**config.mk**
```make
export PLATFORM = sky130hd
export DESIGN_NAME = humidity_temp_frame_decoder
export DESIGN_NICKNAME = d
export VERILOG_FILES = /design/src/design/htfd_pkg.sv /design/src/design/humidity_temp_frame_decoder.sv /design/src/design/htfd_frame.sv /design/src/design/htfd_convert.sv
export SDC_FILE = /design/constraint.sdc
export NUM_CORES = 1
export LEC_CHECK = 0
export BUFFER_PORTS_ARGS = -buffer_cell sky130_fd_sc_hd__buf_2
export CORE_MARGIN = 1
export CORE_UTILIZATION = 64
export CTS_CLUSTER_SIZE = 12
export DETAILED_ROUTE_END_ITERATION = 8
export PLACE_DENSITY = 0.81
export SETUP_SLACK_MARGIN = 0.3
export SYNTH_ARGS = -nofsm -noshare
export SYNTH_HDL_FRONTEND = slang
export SYNTH_HIERARCHICAL = 1
export SYNTH_SLANG_ARGS = --single-unit
```
**constraint.sdc**
```tcl
create_clock -name clk -period 6.3 [get_ports clk]
set_clock_uncertainty 0.1 [all_clocks]
set_input_delay 0 -clock clk [delete_from_list [all_inputs] [get_ports clk]]
set_output_delay 0 -clock clk [all_outputs]
set_load 0.02 [all_outputs]
```
**src/design/htfd_pkg.sv**
```systemverilog
// ----------------------------------------------------------------------------
// htfd_pkg
// shared types, constants and the crc-8 byte update for the frame decoder
// ----------------------------------------------------------------------------
`default_nettype none

package htfd_pkg;

	localparam int RAW_W  = 20;
	localparam int TEMP_W = 19;
	localparam int HUM_W  = 17;
	localparam int POS_W  = 3;

	// crc-8, poly 0x31, init 0xff, msb first, no final xor
	localparam logic [7:0] CRC_INIT  = 8'hFF;
	localparam logic [7:0] CRC_POLY  = 8'h31;
	localparam int         BUSY_BIT  = 7;

	// byte positions inside the seven-byte reply
	localparam logic [POS_W-1:0] POS_IDLE     = 3'd0;
	localparam logic [POS_W-1:0] POS_HUM_HI   = 3'd1;
	localparam logic [POS_W-1:0] POS_HUM_MID  = 3'd2;
	localparam logic [POS_W-1:0] POS_HUM_TEMP = 3'd3;
	localparam logic [POS_W-1:0] POS_TEMP_MID = 3'd4;
	localparam logic [POS_W-1:0] POS_TEMP_LO  = 3'd5;
	localparam logic [POS_W-1:0] POS_CRC      = 3'd6;

	// scaling
	localparam logic [16:0]              HUM_SCALE   = 17'd100000;
	localparam logic [17:0]              TEMP_SCALE  = 18'd200000;
	localparam logic signed [TEMP_W-1:0] TEMP_OFFSET = 19'sd50000;

	typedef enum logic [1:0] {
		ST_OK      = 2'd0,
		ST_BUSY    = 2'd1,
		ST_CRC_ERR = 2'd2
	} status_t;

	typedef struct packed {
		status_t            status;
		logic [RAW_W-1:0]   raw_hum;
		logic [RAW_W-1:0]   raw_temp;
	} frame_t;

	function automatic logic [7:0] crc8_byte(input logic [7:0] crc, input logic [7:0] b);
		logic [7:0] c;
		c = crc ^ b;
		for (int i = 0; i < 8; i++) begin
			if (c[7])
				c = {c[6:0], 1'b0} ^ CRC_POLY;
			else
				c = {c[6:0], 1'b0};
		end
		return c;
	endfunction

endpackage

`default_nettype wire

```
**src/design/humidity_temp_frame_decoder.sv**
```systemverilog
// ----------------------------------------------------------------------------
// humidity_temp_frame_decoder
// decodes the seven-byte humidity/temperature measurement reply, checks its
// crc-8 and gives one status / humidity / temperature word per complete reply
// ----------------------------------------------------------------------------
//
//   channel   dir  tdata                                   tuser
//   s_axis    in   [7:0] rx_byte                           [0] frame_start
//   m_axis    out  [18:0] temp_mdeg (signed),              [1:0] read_status
//                  [35:19] humidity_milli_pct, [39:36] 0
//
// - one input word per cycle while s_axis_tready is high; every byte passes an
//   input register, the frame logic and, for the checksum byte only, a result
//   register and the scaling multipliers into the output register
// - a checksum byte waits in the input register only while the result and
//   output registers both hold untaken words; otherwise bytes keep flowing
// - arst_n clears position, crc (to 0xff), busy flag, raw fields and valids
//
`default_nettype none

module humidity_temp_frame_decoder (
	input  wire logic         clk,
	input  wire logic         arst_n,
	// input bytes
	input  wire logic         s_axis_tvalid,
	output logic              s_axis_tready,
	input  wire logic [7:0]   s_axis_tdata,   // [7:0] rx_byte
	input  wire logic         s_axis_tuser,   // [0] frame_start
	// decoded results
	output logic              m_axis_tvalid,
	input  wire logic         m_axis_tready,
	output logic [39:0]       m_axis_tdata,   // [18:0] temp_mdeg, [35:19] humidity_milli_pct
	output logic [1:0]        m_axis_tuser    // [1:0] read_status
);
	import htfd_pkg::*;

	// frame stage to conversion stage
	logic                      res_valid;
	logic                      res_take;
	frame_t                    res;

	// output register contents
	status_t                   read_status;
	logic signed [TEMP_W-1:0]  temp_mdeg;
	logic [HUM_W-1:0]          humidity_milli_pct;

	// byte position tracking, crc and raw field capture
	htfd_frame u_frame (
		.clk       (clk),
		.arst_n    (arst_n),
		.in_valid  (s_axis_tvalid),
		.in_ready  (s_axis_tready),
		.in_byte   (s_axis_tdata),
		.in_start  (s_axis_tuser),
		.res_take  (res_take),
		.res_valid (res_valid),
		.res       (res)
	);

	// scaling to milli-units and output register
	htfd_convert u_convert (
		.clk                (clk),
		.arst_n             (arst_n),
		.res_valid          (res_valid),
		.res                (res),
		.res_take           (res_take),
		.out_valid          (m_axis_tvalid),
		.out_ready          (m_axis_tready),
		.read_status        (read_status),
		.temp_mdeg          (temp_mdeg),
		.humidity_milli_pct (humidity_milli_pct)
	);

	// pack the output word, pad to whole bytes
	assign m_axis_tdata = {4'h0, humidity_milli_pct, temp_mdeg};
	assign m_axis_tuser = read_status;

endmodule

`default_nettype wire

```
**src/design/htfd_frame.sv**
```systemverilog
// ----------------------------------------------------------------------------
// htfd_frame
// input register, byte tracking, running crc and raw field capture
// ----------------------------------------------------------------------------
`default_nettype none

module htfd_frame (
	input  wire logic            clk,
	input  wire logic            arst_n,
	input  wire logic            in_valid,
	output logic                 in_ready,
	input  wire logic [7:0]      in_byte,
	input  wire logic            in_start,
	input  wire logic            res_take,
	output logic                 res_valid,
	output htfd_pkg::frame_t     res
);
	import htfd_pkg::*;

	logic              valid_s1;
	logic [7:0]        byte_s1;
	logic              start_s1;

	logic [POS_W-1:0]  pos_q;
	logic [7:0]        crc_q;
	logic              busy_q;
	logic [RAW_W-1:0]  raw_hum_q;
	logic [RAW_W-1:0]  raw_temp_q;

	logic              valid_s2;
	frame_t            res_s2;

	logic              last;
	logic              s2_free;
	logic              go;
	logic [7:0]        crc_next;
	status_t           status;

	assign last     = !start_s1 && (pos_q == POS_CRC);
	assign s2_free  = !valid_s2 || res_take;
	assign go       = valid_s1 && (!last || s2_free);
	assign in_ready = !valid_s1 || go;
	assign crc_next = crc8_byte(start_s1 ? CRC_INIT : crc_q, byte_s1);

	always_comb begin
		if (busy_q)
			status = ST_BUSY;
		else if (crc_q != byte_s1)
			status = ST_CRC_ERR;
		else
			status = ST_OK;
	end

	// input register
	always_ff @(posedge clk or negedge arst_n) begin
		if (!arst_n) begin
			valid_s1 <= 1'b0;
		end else if (in_ready) begin
			valid_s1 <= in_valid;
		end
	end

	always_ff @(posedge clk) begin
		if (in_valid && in_ready) begin
			byte_s1  <= in_byte;
			start_s1 <= in_start;
		end
	end

	// frame state
	always_ff @(posedge clk or negedge arst_n) begin
		if (!arst_n) begin
			pos_q      <= POS_IDLE;
			crc_q      <= CRC_INIT;
			busy_q     <= 1'b0;
			raw_hum_q  <= '0;
			raw_temp_q <= '0;
		end else if (go) begin
			if (start_s1) begin
				crc_q  <= crc_next;
				busy_q <= byte_s1[BUSY_BIT];
				pos_q  <= POS_HUM_HI;
			end else begin
				case (pos_q)
					POS_HUM_HI: begin
						crc_q     <= crc_next;
						raw_hum_q <= {byte_s1, 12'h000};
						pos_q     <= POS_HUM_MID;
					end
					POS_HUM_MID: begin
						crc_q     <= crc_next;
						raw_hum_q <= raw_hum_q | {8'h00, byte_s1, 4'h0};
						pos_q     <= POS_HUM_TEMP;
					end
					POS_HUM_TEMP: begin
						crc_q      <= crc_next;
						raw_hum_q  <= raw_hum_q | {16'h0000, byte_s1[7:4]};
						raw_temp_q <= {byte_s1[3:0], 16'h0000};
						pos_q      <= POS_TEMP_MID;
					end
					POS_TEMP_MID: begin
						crc_q      <= crc_next;
						raw_temp_q <= raw_temp_q | {4'h0, byte_s1, 8'h00};
						pos_q      <= POS_TEMP_LO;
					end
					POS_TEMP_LO: begin
						crc_q      <= crc_next;
						raw_temp_q <= raw_temp_q | {12'h000, byte_s1};
						pos_q      <= POS_CRC;
					end
					default: begin
						// checksum byte, idle or the unused code: back to idle
						pos_q <= POS_IDLE;
					end
				endcase
			end
		end
	end

	// result register toward the conversion stage
	always_ff @(posedge clk or negedge arst_n) begin
		if (!arst_n) begin
			valid_s2 <= 1'b0;
		end else if (go && last) begin
			valid_s2 <= 1'b1;
		end else if (res_take) begin
			valid_s2 <= 1'b0;
		end
	end

	always_ff @(posedge clk) begin
		if (go && last) begin
			res_s2.status   <= status;
			res_s2.raw_hum  <= raw_hum_q;
			res_s2.raw_temp <= raw_temp_q;
		end
	end

	assign res_valid = valid_s2;
	assign res       = res_s2;

endmodule

`default_nettype wire

```
**src/design/htfd_convert.sv**
```systemverilog
// ----------------------------------------------------------------------------
// htfd_convert
// scales raw fields to milli-units and holds the output register
// ----------------------------------------------------------------------------
`default_nettype none

module htfd_convert (
	input  wire logic                          clk,
	input  wire logic                          arst_n,
	input  wire logic                          res_valid,
	input  wire htfd_pkg::frame_t              res,
	output logic                               res_take,
	output logic                               out_valid,
	input  wire logic                          out_ready,
	output htfd_pkg::status_t                  read_status,
	output logic signed [htfd_pkg::TEMP_W-1:0] temp_mdeg,
	output logic [htfd_pkg::HUM_W-1:0]         humidity_milli_pct
);
	import htfd_pkg::*;

	localparam int HUM_PW  = RAW_W + 17;
	localparam int TEMP_PW = RAW_W + 18;

	logic [HUM_PW-1:0]          hum_prod;
	logic [TEMP_PW-1:0]         temp_prod;
	logic signed [TEMP_W-1:0]   temp_val;

	logic                       valid_q;
	status_t                    status_q;
	logic signed [TEMP_W-1:0]   temp_q;
	logic [HUM_W-1:0]           hum_q;

	assign hum_prod  = HUM_PW'(res.raw_hum) * HUM_PW'(HUM_SCALE);
	assign temp_prod = TEMP_PW'(res.raw_temp) * TEMP_PW'(TEMP_SCALE);
	assign temp_val  = $signed({1'b0, temp_prod[TEMP_PW-1:RAW_W]}) - TEMP_OFFSET;

	assign res_take = !valid_q || out_ready;

	always_ff @(posedge clk or negedge arst_n) begin
		if (!arst_n) begin
			valid_q <= 1'b0;
		end else if (res_take) begin
			valid_q <= res_valid;
		end
	end

	always_ff @(posedge clk) begin
		if (res_take && res_valid) begin
			status_q <= res.status;
			if (res.status == ST_OK) begin
				temp_q <= temp_val;
				hum_q  <= hum_prod[HUM_PW-1:RAW_W];
			end else begin
				temp_q <= '0;
				hum_q  <= '0;
			end
		end
	end

	assign out_valid          = valid_q;
	assign read_status        = status_q;
	assign temp_mdeg          = temp_q;
	assign humidity_milli_pct = hum_q;

endmodule

`default_nettype wire

```
Yosys cells after proc, flatten, opt, wreduce, memory -nomap -nowiden
Cells that the tools add are included.
W data, S select, Z words.
- add/sub/neg operators: 1
- multiply operators: 2
- eq/ne operators: 7
- mux-type cells: 18
- bitwise gates (word level): 14
- reductions and logical operators: 24
- operator list (kind ; count):
    $pmux W20 S3 ; 2
    $mul A20 B12 Y32 const B ; 2
    $mux W6 ; 8
    $mux W8 ; 3
    $not A3 Y3 ; 8
    $or A20 B12 Y20 ; 1
    $or A20 B16 Y20 ; 1
    $or A20 B4 Y20 ; 1
    $or A20 B8 Y20 ; 1
    $sub A18 B16 Y19 const B ; 1
    $pmux W3 S5 ; 1
    $eq A3 B3 Y1 const B ; 3
    $ne A8 B8 Y1 ; 1
    $xor A8 B8 Y8 ; 1
    $eq A3 B2 Y1 const B ; 2
    $reduce_and A3 Y1 ; 2
    $reduce_bool A3 Y1 ; 2
    $logic_and A1 B1 Y1 ; 5
    $logic_not A1 Y1 ; 5
    $reduce_or A5 Y1 ; 1
    $logic_or A1 B1 Y1 ; 4
    $reduce_and A2 Y1 ; 2
    $reduce_bool A2 Y1 ; 2
    $eq A3 B1 Y1 const B ; 1
    other kinds (5) ; 6
- register bits: 144
- bits of input ports: 13
- logic and storage cells: 82

Logic depth before layout (Yosys ltp)
- depth in word-level cells: 20
- depth in mapped cells: 23
- gate-level depth less buffers: 22

By module
Netlist, hierarchy kept.
- by module, submodules not included (module ; instances ; cells an instance ; area each (sq um) ; sequential area each (sq um)):
    htfd_convert ; 1 ; 965 ; 9420.3 ; 1166.1
    htfd_frame ; 1 ; 326 ; 4098.9 ; 2892.8
    humidity_temp_frame_decoder ; 1 ; 5 ; 33.8 ; 0.0

Worst setup path before layout
Ideal clock, no wire load.
- path kind: flip-flop to flip-flop
- from: register u_frame.res_s2, in the netlist u_frame/res[2]
- to: register u_convert.temp_q[17], in the netlist u_convert/temp_mdeg[17], data pin
- library setup time: 0.142 ns
- data arrival time: 5.490 ns
- data required time: 6.058 ns
- slack: 0.568 ns
- cell stages (with the launch flop): 23
- period minus slack after synthesis: 5.732 ns
- path through: edfxtp_1 ha_1 ha_1 xor2_1 ha_1 a31o_2 fa_1 inv_1 fa_1 inv_1 ha_1 buf_6 a21oi_4 o21ai_0 nor4_2 o21bai_1 a211oi_2 mux2_2 a21oi_2 nand2_2 a2111o_1 a31o_1 a21oi_2
- cells in the longest elaborated chain, start to end: 2
- RTL lines (item ; line ; RTL):
    from (decl) ; htfd_frame.sv:31 ; frame_t res_s2;
    $mul A20 B12 Y32 ; htfd_convert.sv:34 ; assign temp_prod = TEMP_PW'(res.raw_temp) * TEMP_PW'(TEMP_SCALE);
    $sub A18 B16 Y19 ; htfd_convert.sv:35 ; assign temp_val = $signed({1'b0, temp_prod[TEMP_PW-1:RAW_W]}) - TEMP_OFFSET;
    to (signal assigned) ; htfd_convert.sv:51 ; temp_q <= temp_val;
    to (decl) ; htfd_convert.sv:30 ; logic signed [TEMP_W-1:0] temp_q;
Every way passes these cells.
A chain may end at the register's enable or synchronous reset.

Worst setup path in the final report
- from: register u_frame.res_s2, in the netlist u_frame/res[7]
- to: register u_convert.temp_q[17], in the netlist u_convert/temp_mdeg[17], data pin
Same word-level chain as after synthesis.

==> run summary <==
HPWL after detailed placement -> 21,500 um
Routed vias -> 9,370
Reg2Reg Setup Slack -> 0.36 ns
GR Overflow Total -> 0
Largest net degree at the start of global routing -> 56
Fillers -> 1,375
Global-route usage over all layers -> 27.4%
Final Power -> 3.15 mW
Post-DRT Antenna Nets -> 0
Mapped Cells -> 1,296
Most frequent cells in the layout -> 241 x inv_1, 227 x ha_1, 112 x fa_1
H-tree depth -> 4
Syn_area_per_cell -> 10.5 um^2
Final min period -> 5.94 ns
Slew headroom -> 11.6%
Post-Route Setup TNS -> 0 ns
Power per cell area -> 209 nW/um^2
Nets -> 1,734
Async SR Flop Fraction -> 38.2%
Crit-path cells -> ha_1 > ha_1 > inv_1 > fa_1 > inv_1 > fa_1 > inv_1 > fa_1 > inv_1 > ha_2 > a21oi_2 > o21ai_1 > a21boi_0 > o21a_1 > a21boi_1 > or3_1 > a21oi_4 > nand2_2 > a2111o_1 > a31o_1 > a21oi_2
Register Area -> 4060 um^2
Max VDD drop -> 209 uV
Largest stage delay, worst path -> 0.55 ns
Via/cell ratio -> 5.66
CTS Sinks -> 144
Min-Delay Path Class -> in -> async
Max-cap violation count -> 0
Clk_lat worst skew -> 0.43 ns
Layout cell share with drive strength beyond 1 -> 12.8%
Delay-heaviest family, CP -> adder cells
Area delta synth->final -> 11.2%
Total Die Area -> 21,800 um^2
CTS Buf Count -> 17
CP max-delay cell -> fa_1
Crit Path Max Fanout -> 7
Rows -> 52
Hold WS -> 0.130 ns
Core Region -> 20,500 um^2
Number of library cell types mapped by synthesis -> 80
CP Launch Type -> register
Tightest Pin Transition -> 1.32 ns
Root Driver -> clkbuf_16
Commonest non-fill, non-tap cell in the layout -> inv_1
CTS tree -> built
Vias in the first global route -> 9,759
GPL Wtd Cong -> 0.897
# DRC -> 0
Antenna diodes -> 0
Final wirelength -> 28,500 um
Die X -> 148 um
Critical path's most frequent cell -> inv_1
Reg clk slew, reported paths -> 0.07 ns
Final worst-path cycle share -> 94.2%
Area of the multi-input gates -> 8600 um^2
Ys flop type -> edfxtp_1
Setup violators final -> 0
Required @ worst endpoint -> 6.47 ns
Critical Path AT -> 6.11 ns
Initial antenna violation count -> 0
CTS Buffer Depth -> 2
Cell area after synthesis -> 13,600 um^2
Starting Density -> 66.1%
Post-synth EDFFs -> 89
Peak Freq -> 168 MHz
Flops & latches, synth -> 144
Global-route wire length before repair -> 46,700 um
Pre-Repair DR Iteration Count -> 5
Critical Path Sink Type -> register
RSZ-0062 raised after global routing -> yes
IO Count -> 57
Synth warn -> 6
Critical path class -> reg -> reg
Buf+Inv Stages, Crit Path -> 4
Seq/Total Area, Yosys -> 29.9%
Drt initial violations -> 476
LEAKAGE -> 7.45 nW
Hold Fails Final Rpt -> 0
WL per Instance -> 17.2 um
Die Y -> 148 um
IO Port Bufs -> 52
Outcome -> finished, final reports clean
Fin. max-slew vios -> 0
[repair_timing]
item	CTS	global route
setup endpoints to repair	3	6
gates resized for setup	8	26
pin swaps	2	5
hold endpoints to repair	59	0
setup buffers	8	13
hold buffers	12	0
[cell families after synthesis]
group	Yosys count	share of synthesized area [%]
AOI/OAI and AO/OA	203	9.75
xor gates and xnor gates	73	4.82
adders and majority gates	348	38.3
buffers and inverters	275	7.99
DFF	144	29.9
muxes	6	0.498
other	1	0.0277
and+or+nand+nor	246	8.63
[flip-flops by register name (all words and copies together) (netlist names), 3 cells and up]
| signal | flops |
|---|---|
| u_frame/res | 42 |
| u_frame/byte_s1 | 8 |
| u_convert/humidity_milli_pct | 17 |
| u_frame/pos_q | 3 |
| u_convert/temp_mdeg | 19 |
| u_frame/crc_q | 8 |
| u_frame/raw_temp_q | 20 |
| u_frame/raw_hum_q | 20 |
[layout make-up]
cell class	instances	share of cell area (%)
multi-input cells	880	57.0
flip-flops and latches	144	26.9
inverters	241	6.00
repair buffers	89	3.77
clock buffers	17	2.82
well taps	270	2.24
clock inverters	15	1.22
[through the flow]
step,utilization (%),instance area [um^2],worst slack (ns),cells
2_1_floorplan,-,13600,0.568,1299
3_3_place_gp,68.4,14000,0.319,1591
3_5_place_dp,68.4,14000,0.149,1591
4_1_cts,72.5,14900,0.309,1643
5_1_grt,73.6,15100,0.120,1656
6_report,73.6,15100,0.364,1656
[cells in the mapped netlist (14+ instances only)]
library cell  number  area (um^2)
edfxtp_1          89         2670
a21o_1            16          120
xor2_1            35          307
xnor2_1           37          324
fa_1             112         2240
nand2_1           72          270
inv_1            241          905
a21oi_1           76          380
nor2_1            89          334
nand2b_1          14         87.6
dfrtp_1           47         1180
clkbuf_1          20         75.1
o21ai_0           40          200
ha_1             236         2950
[report_power, final]
group	switching, mW	internal [mW]	total (mW)
registers	0.132	1.21	1.34
logic	0.430	0.356	0.786
clock network	0.479	0.539	1.02
total	1.04	2.10	3.15
[routing by layer]
metal / global-route usage (%) / wire (um) / up-vias
li1: - / - / 4458
met1: 37.0 / 12900 / 4635
met2: 46.7 / 14200 / 237
met5: 0 / 0 / -
met4: 7.99 / 479 / 0
met3: 3.43 / 1010 / 40
[tightest hold or removal path, cell delays in order]
cell and delay [ns]:
dlygate4sd3_1 0.51, buf_2 0.09, buf_4 0.55
[worst paths after layout]
| check | cells past startpoint | endpoint | startpoint |
|---|---|---|---|
| worst max-delay path | 21 | u_convert/temp_mdeg[17] | u_frame/res[7] |
| worst min-delay path | 3 | u_frame/raw_hum_q[0] | arst_n |
| worst max register to register | 21 | u_convert/temp_mdeg[17] | u_frame/res[7] |
| worst min register to register | 0 | u_frame/res[25] | u_frame/raw_hum_q[5] |
| max in group asynchronous | 3 | u_frame/raw_temp_q[12] | arst_n |
| min in group clk | 2 | u_frame/byte_s1[4] | s_axis_tdata[4] |
Note: power is estimated with default switching activity, not from simulation.
